`config.mk`:
```
export PLATFORM = sky130hd
export DESIGN_NAME = sleep_deadline_queue_top
export DESIGN_NICKNAME = d
export VERILOG_FILES = /design/src/sdq_pkg.sv /design/src/sdq_cell.sv /design/src/sdq_chain.sv /design/src/sleep_deadline_queue_top.sv
export VERILOG_INCLUDE_DIRS = /design/src /design/src/src
export SDC_FILE = /design/constraint.sdc
export NUM_CORES = 2
export LEC_CHECK = 0
export BUFFER_PORTS_ARGS = -buffer_cell sky130_fd_sc_hd__buf_2
export CAP_MARGIN = 10
export CORE_ASPECT_RATIO = 0.5
export CORE_UTILIZATION = 45
export DETAILED_ROUTE_END_ITERATION = 6
export PLACE_DENSITY = 0.58
export SLEW_MARGIN = 20
export SYNTH_ARGS = -nofsm -noshare
export SYNTH_HDL_FRONTEND = slang
export SYNTH_SLANG_ARGS = --single-unit
```
`constraint.sdc`:
```
create_clock -name aclk -period 26.5 [get_ports aclk]
set_input_delay 2.65 -clock aclk [delete_from_list [all_inputs] [get_ports aclk]]
set_output_delay 2.65 -clock aclk [all_outputs]
set_load 0.05 [all_outputs]
```
`src/sleep_deadline_queue_top_defines.svh`:
```
// Assertion macros used by the sleeper queue top level.
`ifndef SLEEP_DEADLINE_QUEUE_TOP_DEFINES_SVH
`define SLEEP_DEADLINE_QUEUE_TOP_DEFINES_SVH

`ifndef SYNTHESIS
`define SDQ_ASSERT_IMPL(label, ante, cons, msg) \
    label: assert property (@(posedge aclk) disable iff (!aresetn) (ante) |-> (cons)) \
        else $error(msg);
`define SDQ_ASSERT_NEXT(label, ante, cons, msg) \
    label: assert property (@(posedge aclk) disable iff (!aresetn) (ante) |=> (cons)) \
        else $error(msg);
`else
`define SDQ_ASSERT_IMPL(label, ante, cons, msg)
`define SDQ_ASSERT_NEXT(label, ante, cons, msg)
`endif

`endif

```
`src/sdq_pkg.sv`:
```
// Shared constants and types of the sleeper queue.
package sdq_pkg;

    localparam int QUEUE_DEPTH = 16;
    localparam int MAX_RESULTS = 16;
    localparam int CNT_W       = $clog2(QUEUE_DEPTH + 1);
    localparam int RES_W       = $clog2(MAX_RESULTS);
    localparam int TICK_W      = 63;
    localparam int WAKE_W      = 64;
    localparam int THREAD_W    = 8;
    localparam int DUR_W       = 32;
    localparam int KIND_W      = 3;

    localparam logic OP_TICK  = 1'b0;
    localparam logic OP_SLEEP = 1'b1;

    localparam logic [KIND_W-1:0] KIND_ACCEPTED = 3'd0;
    localparam logic [KIND_W-1:0] KIND_IGNORED  = 3'd1;
    localparam logic [KIND_W-1:0] KIND_FULL     = 3'd2;
    localparam logic [KIND_W-1:0] KIND_WOKEN    = 3'd3;
    localparam logic [KIND_W-1:0] KIND_NONE     = 3'd4;

    typedef struct packed {
        logic [WAKE_W-1:0]   wake;
        logic [THREAD_W-1:0] thread;
    } entry_t;

    // Command broadcast to every cell of the chain.
    typedef struct packed {
        logic   ins;
        logic   pop;
        entry_t new_entry;
    } cmd_t;

endpackage

```
`src/sdq_cell.sv`:
```
// One slot of the sorted queue: holds an entry and trades it with its neighbors.
module sdq_cell (
    input  logic           aclk,
    input  sdq_pkg::cmd_t  cmd,
    input  logic           valid_in,
    input  logic           left_keep,
    input  sdq_pkg::entry_t left_entry,
    input  sdq_pkg::entry_t right_entry,
    output sdq_pkg::entry_t entry,
    output logic           keep
);
    import sdq_pkg::*;

    entry_t entry_reg;
    entry_t entry_next;

    // An occupied slot whose deadline is not later than the new one stays put.
    assign keep  = valid_in && (entry_reg.wake <= cmd.new_entry.wake);
    assign entry = entry_reg;

    always_comb begin
        entry_next = entry_reg;
        if (cmd.ins) begin
            if (keep) begin
                entry_next = entry_reg;
            end else if (left_keep) begin
                entry_next = cmd.new_entry;
            end else begin
                entry_next = left_entry;
            end
        end else if (cmd.pop) begin
            entry_next = right_entry;
        end
    end

    always_ff @(posedge aclk) begin
        entry_reg <= entry_next;
    end

endmodule

```
`src/sdq_chain.sv`:
```
// Row of queue cells; the head sits in cell zero.
module sdq_chain (
    input  logic                     aclk,
    input  sdq_pkg::cmd_t            cmd,
    input  logic [sdq_pkg::CNT_W-1:0] count,
    output sdq_pkg::entry_t          head0,
    output sdq_pkg::entry_t          head1
);
    import sdq_pkg::*;

    entry_t entries [QUEUE_DEPTH];
    logic   keeps   [QUEUE_DEPTH];

    for (genvar i = 0; i < QUEUE_DEPTH; i++) begin : g_cell
        logic   valid_w;
        logic   left_keep_w;
        entry_t left_w;
        entry_t right_w;

        assign valid_w = CNT_W'(i) < count;

        if (i == 0) begin : g_first
            // The slot left of the head acts as an entry that always stays.
            assign left_keep_w = 1'b1;
            assign left_w      = cmd.new_entry;
        end else begin : g_inner
            assign left_keep_w = keeps[i-1];
            assign left_w      = entries[i-1];
        end

        if (i == QUEUE_DEPTH - 1) begin : g_last
            assign right_w = '0;
        end else begin : g_body
            assign right_w = entries[i+1];
        end

        sdq_cell u_cell (
            .aclk        (aclk),
            .cmd         (cmd),
            .valid_in    (valid_w),
            .left_keep   (left_keep_w),
            .left_entry  (left_w),
            .right_entry (right_w),
            .entry       (entries[i]),
            .keep        (keeps[i])
        );
    end

    assign head0 = entries[0];
    assign head1 = entries[1];

endmodule

```
`src/sleep_deadline_queue_top.sv`:
```
// Top level of the sleeper queue: handshakes, tick counter and release sequencer.
//
//  channel   dir  tdata (low bit first)                 tuser    tlast
//  s_        in   thread_id[7:0], sleep_ticks[39:8]     opcode   -
//  m_        out  woken_thread[7:0], tick_now[70:8]     kind     last result
//
// A sleep request's sorted insert into the cell row and its result both happen at the
// transfer. A tick advances the counter; the sequencer then releases due sleepers by
// the single pop of the head cell per cycle while the output is free, or gives one
// result when none is due.
// Reset clears the tick counter and the fill count; cell contents need no reset.
// A stalled result holds in the output register and the sequencer waits on it.
`include "sleep_deadline_queue_top_defines.svh"

module sleep_deadline_queue_top (
    input  logic        aclk,
    input  logic        aresetn,
    input  logic        s_tvalid,
    output logic        s_tready,
    input  logic [39:0] s_tdata,   // thread_id[7:0], sleep_ticks[39:8]
    input  logic [0:0]  s_tuser,   // opcode[0]
    output logic        m_tvalid,
    input  logic        m_tready,
    output logic [71:0] m_tdata,   // woken_thread[7:0], tick_now[70:8], zero[71]
    output logic [2:0]  m_tuser,   // kind[2:0]
    output logic        m_tlast
);
    import sdq_pkg::*;

    typedef enum logic {
        ST_IDLE,
        ST_RELEASE
    } state_t;

    state_t              state_reg,  state_next;
    logic [TICK_W-1:0]   tick_reg,   tick_next;
    logic [CNT_W-1:0]    count_reg,  count_next;
    logic [RES_W-1:0]    rel_reg,    rel_next;
    logic                mvalid_reg, mvalid_next;
    logic [KIND_W-1:0]   mkind_reg,  mkind_next;
    logic [THREAD_W-1:0] mthr_reg,   mthr_next;
    logic [TICK_W-1:0]   mtick_reg,  mtick_next;
    logic                mlast_reg,  mlast_next;

    cmd_t                cmd;
    entry_t              head0;
    entry_t              head1;
    logic                out_free;
    logic                s_fire;
    logic                op;
    logic [THREAD_W-1:0] in_thread;
    logic [DUR_W-1:0]    in_ticks;
    logic                ignored;
    logic                full;
    logic [WAKE_W-1:0]   tick_wide;
    logic                head0_due;
    logic                head1_due;
    logic                rel_last;

    assign out_free  = !mvalid_reg || m_tready;
    assign s_tready  = (state_reg == ST_IDLE) && out_free;
    assign s_fire    = s_tvalid && s_tready;
    assign op        = s_tuser[0];
    assign in_thread = s_tdata[7:0];
    assign in_ticks  = s_tdata[39:8];

    assign ignored   = in_ticks[DUR_W-1] || (in_ticks == '0);
    assign full      = count_reg >= CNT_W'(QUEUE_DEPTH);
    assign tick_wide = {{(WAKE_W-TICK_W){1'b0}}, tick_reg};
    assign head0_due = (count_reg != '0) && (head0.wake <= tick_wide);
    assign head1_due = (count_reg > CNT_W'(1)) && (head1.wake <= tick_wide);
    assign rel_last  = !(head1_due && (rel_reg != RES_W'(MAX_RESULTS - 1)));

    sdq_chain u_chain (
        .aclk  (aclk),
        .cmd   (cmd),
        .count (count_reg),
        .head0 (head0),
        .head1 (head1)
    );

    always_comb begin
        state_next  = state_reg;
        tick_next   = tick_reg;
        count_next  = count_reg;
        rel_next    = rel_reg;
        mvalid_next = mvalid_reg && !m_tready;
        mkind_next  = mkind_reg;
        mthr_next   = mthr_reg;
        mtick_next  = mtick_reg;
        mlast_next  = mlast_reg;

        cmd.ins              = 1'b0;
        cmd.pop              = 1'b0;
        cmd.new_entry.wake   = tick_wide + {{(WAKE_W-DUR_W){1'b0}}, in_ticks};
        cmd.new_entry.thread = in_thread;

        unique case (state_reg)
            ST_IDLE: begin
                if (s_fire) begin
                    if (op == OP_SLEEP) begin
                        mvalid_next = 1'b1;
                        mthr_next   = '0;
                        mtick_next  = tick_reg;
                        mlast_next  = 1'b1;
                        if (ignored) begin
                            mkind_next = KIND_IGNORED;
                        end else if (full) begin
                            mkind_next = KIND_FULL;
                        end else begin
                            mkind_next = KIND_ACCEPTED;
                            cmd.ins    = 1'b1;
                            count_next = count_reg + CNT_W'(1);
                        end
                    end else begin
                        // The counter saturates at the top of tick_now.
                        if (tick_reg != {TICK_W{1'b1}}) begin
                            tick_next = tick_reg + TICK_W'(1);
                        end
                        rel_next   = '0;
                        state_next = ST_RELEASE;
                    end
                end
            end
            ST_RELEASE: begin
                if (out_free) begin
                    mvalid_next = 1'b1;
                    mtick_next  = tick_reg;
                    if (head0_due) begin
                        mkind_next = KIND_WOKEN;
                        mthr_next  = head0.thread;
                        mlast_next = rel_last;
                        cmd.pop    = 1'b1;
                        count_next = count_reg - CNT_W'(1);
                        rel_next   = rel_reg + RES_W'(1);
                        if (rel_last) begin
                            state_next = ST_IDLE;
                        end
                    end else begin
                        mkind_next = KIND_NONE;
                        mthr_next  = '0;
                        mlast_next = 1'b1;
                        state_next = ST_IDLE;
                    end
                end
            end
            default: begin
                state_next = ST_IDLE;
            end
        endcase
    end

    always_ff @(posedge aclk) begin
        if (!aresetn) begin
            state_reg  <= ST_IDLE;
            tick_reg   <= '0;
            count_reg  <= '0;
            rel_reg    <= '0;
            mvalid_reg <= 1'b0;
        end else begin
            state_reg  <= state_next;
            tick_reg   <= tick_next;
            count_reg  <= count_next;
            rel_reg    <= rel_next;
            mvalid_reg <= mvalid_next;
        end
        mkind_reg <= mkind_next;
        mthr_reg  <= mthr_next;
        mtick_reg <= mtick_next;
        mlast_reg <= mlast_next;
    end

    assign m_tvalid = mvalid_reg;
    assign m_tuser  = mkind_reg;
    assign m_tdata  = {1'b0, mtick_reg, mthr_reg};
    assign m_tlast  = mlast_reg;

    `SDQ_ASSERT_IMPL(a_count_bound, 1'b1, count_reg <= CNT_W'(QUEUE_DEPTH), "fill count overflow")
    `SDQ_ASSERT_IMPL(a_pop_nonempty, cmd.pop, count_reg != '0, "release from empty queue")
    `SDQ_ASSERT_NEXT(a_tick_release, s_fire && (op == OP_TICK), state_reg == ST_RELEASE, "tick not sequenced")
    `SDQ_ASSERT_NEXT(a_tick_mono, 1'b1, tick_reg >= $past(tick_reg), "tick counter went back")

endmodule

```
==> impl_metrics.json <==
{
  "synth-warning-count": 0,
  "synth_top_area_cell": "edfxtp_1",
  "fin_cells": 11930,
  "setup_violations": 0,
  "critPathMaxStageDelay_ps": 1060,
  "synthCells": 9238,
  "setup_tns_ps": 0,
  "period_share_pct": 42.55,
  "skew_ps": 39.33,
  "dp_hpwl_um": 252600,
  "worstSetupPathDepth": 26,
  "rows": 115,
  "ys_types": 97,
  "path_buf_inv": 6,
  "path_clk_slew_ps": 60,
  "synth.yosys.seq_area_share_pct": 42.57,
  "drtIter0Drc": 9599,
  "die_h_um": 318.3,
  "p_seq_share_pct": 48.0,
  "syn_nets": 10390,
  "largest_register_ffs": 1152,
  "ys_top_cells_by_area": "edfxtp_1, ha_1, nand2_1",
  "synthesis.area_sq_mm": 0.09004,
  "grt_max_degree": 171,
  "cts_tree": "built",
  "pwr-share-comb_pct": 11.8,
  "synth.top_cell.area_share_pct": 40.92,
  "p_switching_mw": 1.364,
  "critPathTopFamily": "simple AND/OR/NAND/NOR gates",
  "via_per_inst": 6.586,
  "post-synth-top-count-cell": "nand2_1",
  "initial_core_util_pct": 45.54,
  "firstDrtPassIters": 7,
  "finalPower_mw": 4.983,
  "grt_first_pass_wirelength_um": 495400,
  "vias": 78590,
  "startpoint": "s_tdata[8]",
  "fin_ws_ps": 15220,
  "fin_area_sq_mm": 0.09835,
  "final_nets": 10360,
  "cts_resized": 0,
  "worst_ep_required_time_ps": 26990,
  "totalWireLength_um": 339400,
  "endpoint_kind": "flip-flop",
  "ioPinCount": 123,
  "ys_ff_latch": 1301,
  "slew_headroom_pct": 14.35,
  "crit_top_cell": "buf_4",
  "p_leak_nw": 36.69,
  "core_area_sq_mm": 0.1977,
  "period_minus_slack_ps": 11280,
  "clkSinkCount": 1301,
  "yosys-top-cells-count": "nand2_1, edfxtp_1, ha_1, nand3_1, o21ai_0",
  "postSynthAreaPerCell_sq_um": 9.746,
  "placed_area_sq_mm": 0.09386,
  "reg2reg_slack_ps": 16560,
  "clockPowerShare_pct": 40.2,
  "start_kind": "input pin",
  "numCtsBuffers": 146,
  "rr_worst_depth": 25,
  "crit_type": "in -> reg",
  "synthFlopType": "edfxtp_1",
  "pwr_density_cell_mw_per_mm2": 50.66,
  "switching_share_pct": 27.38,
  "port_buffers": 121,
  "drv_cap": 0,
  "drtAntennaViolNets": 0,
  "clkLatencyLatePin_ps": 830,
  "tightestPinTransition_ps": 1271,
  "gp_congestion": 0.9681,
  "grt_usage_pct": 32.57,
  "cts_buffer_depth": 4,
  "place_ws_ps": 14700,
  "cts_setup_buffers": 0,
  "hold_viol": 0,
  "synth-edff-count": 1227,
  "crit_end": "u_chain.g_cell[11].u_cell.entry[21]$_DFFE_PP_",
  "failed_checks": "design-rule violations",
  "area.growth.synth_to_final_pct": 9.234,
  "die_w_um": 634.6,
  "fp.dieArea_sq_mm": 0.2020,
  "status": "complete, but fails checks",
  "antenna_found_initial": 9,
  "grt_pass1_vias": 74100,
  "rsz0062_at_grt": "no",
  "worstReg2RegStart": "tick_reg[0]$_SDFFE_PN0P_",
  "async_flop_share_pct": 0,
  "worstReg2RegEnd": "u_chain.g_cell[11].u_cell.entry[21]$_DFFE_PP_",
  "drc": 23,
  "fmax_mhz": 88.69,
  "drive_above_1_share_pct": 7.015,
  "cts_root_buffer": "clkbuf_16",
  "p_int_mw": 3.619,
  "dpl.cell_count": 11680,
  "path_max_fanout": 40,
  "crit_slowest_cell": "nor4_1",
  "avgRoutedWirePerCell_um": 28.44,
  "hp-class": "reg -> reg",
  "peakVddDrop_mv": 0.04566,
  "overflow": 0,
  "h-tree-depth": 4,
  "finalMaxSlewViolations": 0,
  "cts_hold_buf": 0,
  "arrival_ps": 11760
}
-- stage by stage --
| step | util, % | hold slack, ps |
|---|---|---|
| 2_1_floorplan | - | 406.4 |
| 6_report | 49.75 | 458.7 |
| 4_1_cts | 49.67 | 462.1 |
| 5_1_grt | 49.74 | 474.3 |
| 3_3_place_gp | 47.47 | 447.1 |
| 3_5_place_dp | 47.47 | 446.2 |
-- cell usage in the layout, fill, tap and decap left out, drive strengths merged, types with 58 or more instances in the layout --
| cell type | n |
|---|---|
| nor2 | 516 |
| a21o | 227 |
| o21ai | 639 |
| edfxtp | 1227 |
| inv | 210 |
| nor4 | 58 |
| a21oi | 506 |
| a221o | 69 |
| nand4 | 233 |
| dfxtp | 74 |
| o211ai | 471 |
| o31ai | 64 |
| mux2i | 226 |
| a22oi | 64 |
| nand3 | 649 |
| a211oi | 105 |
| buf | 361 |
| o22ai | 86 |
| clkbuf | 188 |
| ha | 1109 |
| xnor2 | 102 |
| nor3 | 192 |
| nand2 | 1245 |
-- power by group through the flow --
stage                     Combinational, mW  Clock [mW]  Sequential (mW)
after floorplan                       0.365           0             2.44
after global placement                0.556           0             2.44
after detailed placement              0.570           0             2.44
after CTS                             0.573        2.02             2.39
after global routing                  0.645        2.09             2.40
final                                 0.588        2.00             2.39
-- cells by family after synthesis --
family / after synthesis / share of synthesized area (%)
muxes: 227 / 2.525
AOI/OAI and AO/OA: 2569 / 18.70
buffers and inverters: 753 / 3.391
DFF: 1301 / 42.57
and+or+nand+nor: 3155 / 16.07
other: 1 / 0.004165
adders and majority gates: 1111 / 15.44
xor gates and xnor gates: 121 / 1.299
-- worst reg2reg max path: cells and delay by family, from the launching register on --
family | cells | cell delay [ps]
AND/OR/NAND/NOR | 10 | 3870
AO/OA/AOI/OAI | 6 | 2890
buffers and inverters | 5 | 1120
adder cells (fa/ha/maj) | 3 | 960
flip-flops | 1 | 510
XOR/XNOR | 1 | 200
-- worst min-delay path by stage --
stage                         startpoint                       to  slack, ps  cells past startpoint
6_report       tick_reg[54]$_SDFFE_PN0P_  mtick_reg[54]$_DFFE_PP_        460                      0
5_1_grt        tick_reg[54]$_SDFFE_PN0P_  mtick_reg[54]$_DFFE_PP_        470                      0
2_1_floorplan  tick_reg[39]$_SDFFE_PN0P_  mtick_reg[39]$_DFFE_PP_        410                      0
3_5_place_dp   tick_reg[54]$_SDFFE_PN0P_  mtick_reg[54]$_DFFE_PP_        450                      0
3_3_place_gp   tick_reg[62]$_SDFFE_PN0P_  mtick_reg[62]$_DFFE_PP_        450                      0
4_1_cts        tick_reg[54]$_SDFFE_PN0P_  mtick_reg[54]$_DFFE_PP_        460                      0
-- routing by layer --
layer	routed length [um]	share of wire [%]	vias up	global-route usage, %
met5	92	0.027	-	0
met4	10690	3.1	12	9.976
met3	32480	9.6	548	6.934
met2	145000	43	3619	48.14
met1	151100	45	38910	47.47
li1	-	-	35500	-
-- cell type report --
class	instances	area, sq um
fillers	18560	99350
multi-input cells	7184	49110
flip-flops and latches	1301	38330
clock buffers	188	3978
well taps	2632	3293
repair buffers	361	2487
inverters	209	787.0
clock inverters	52	355.3
diodes	6	15.01
Power figures use the tool's default switching activity.
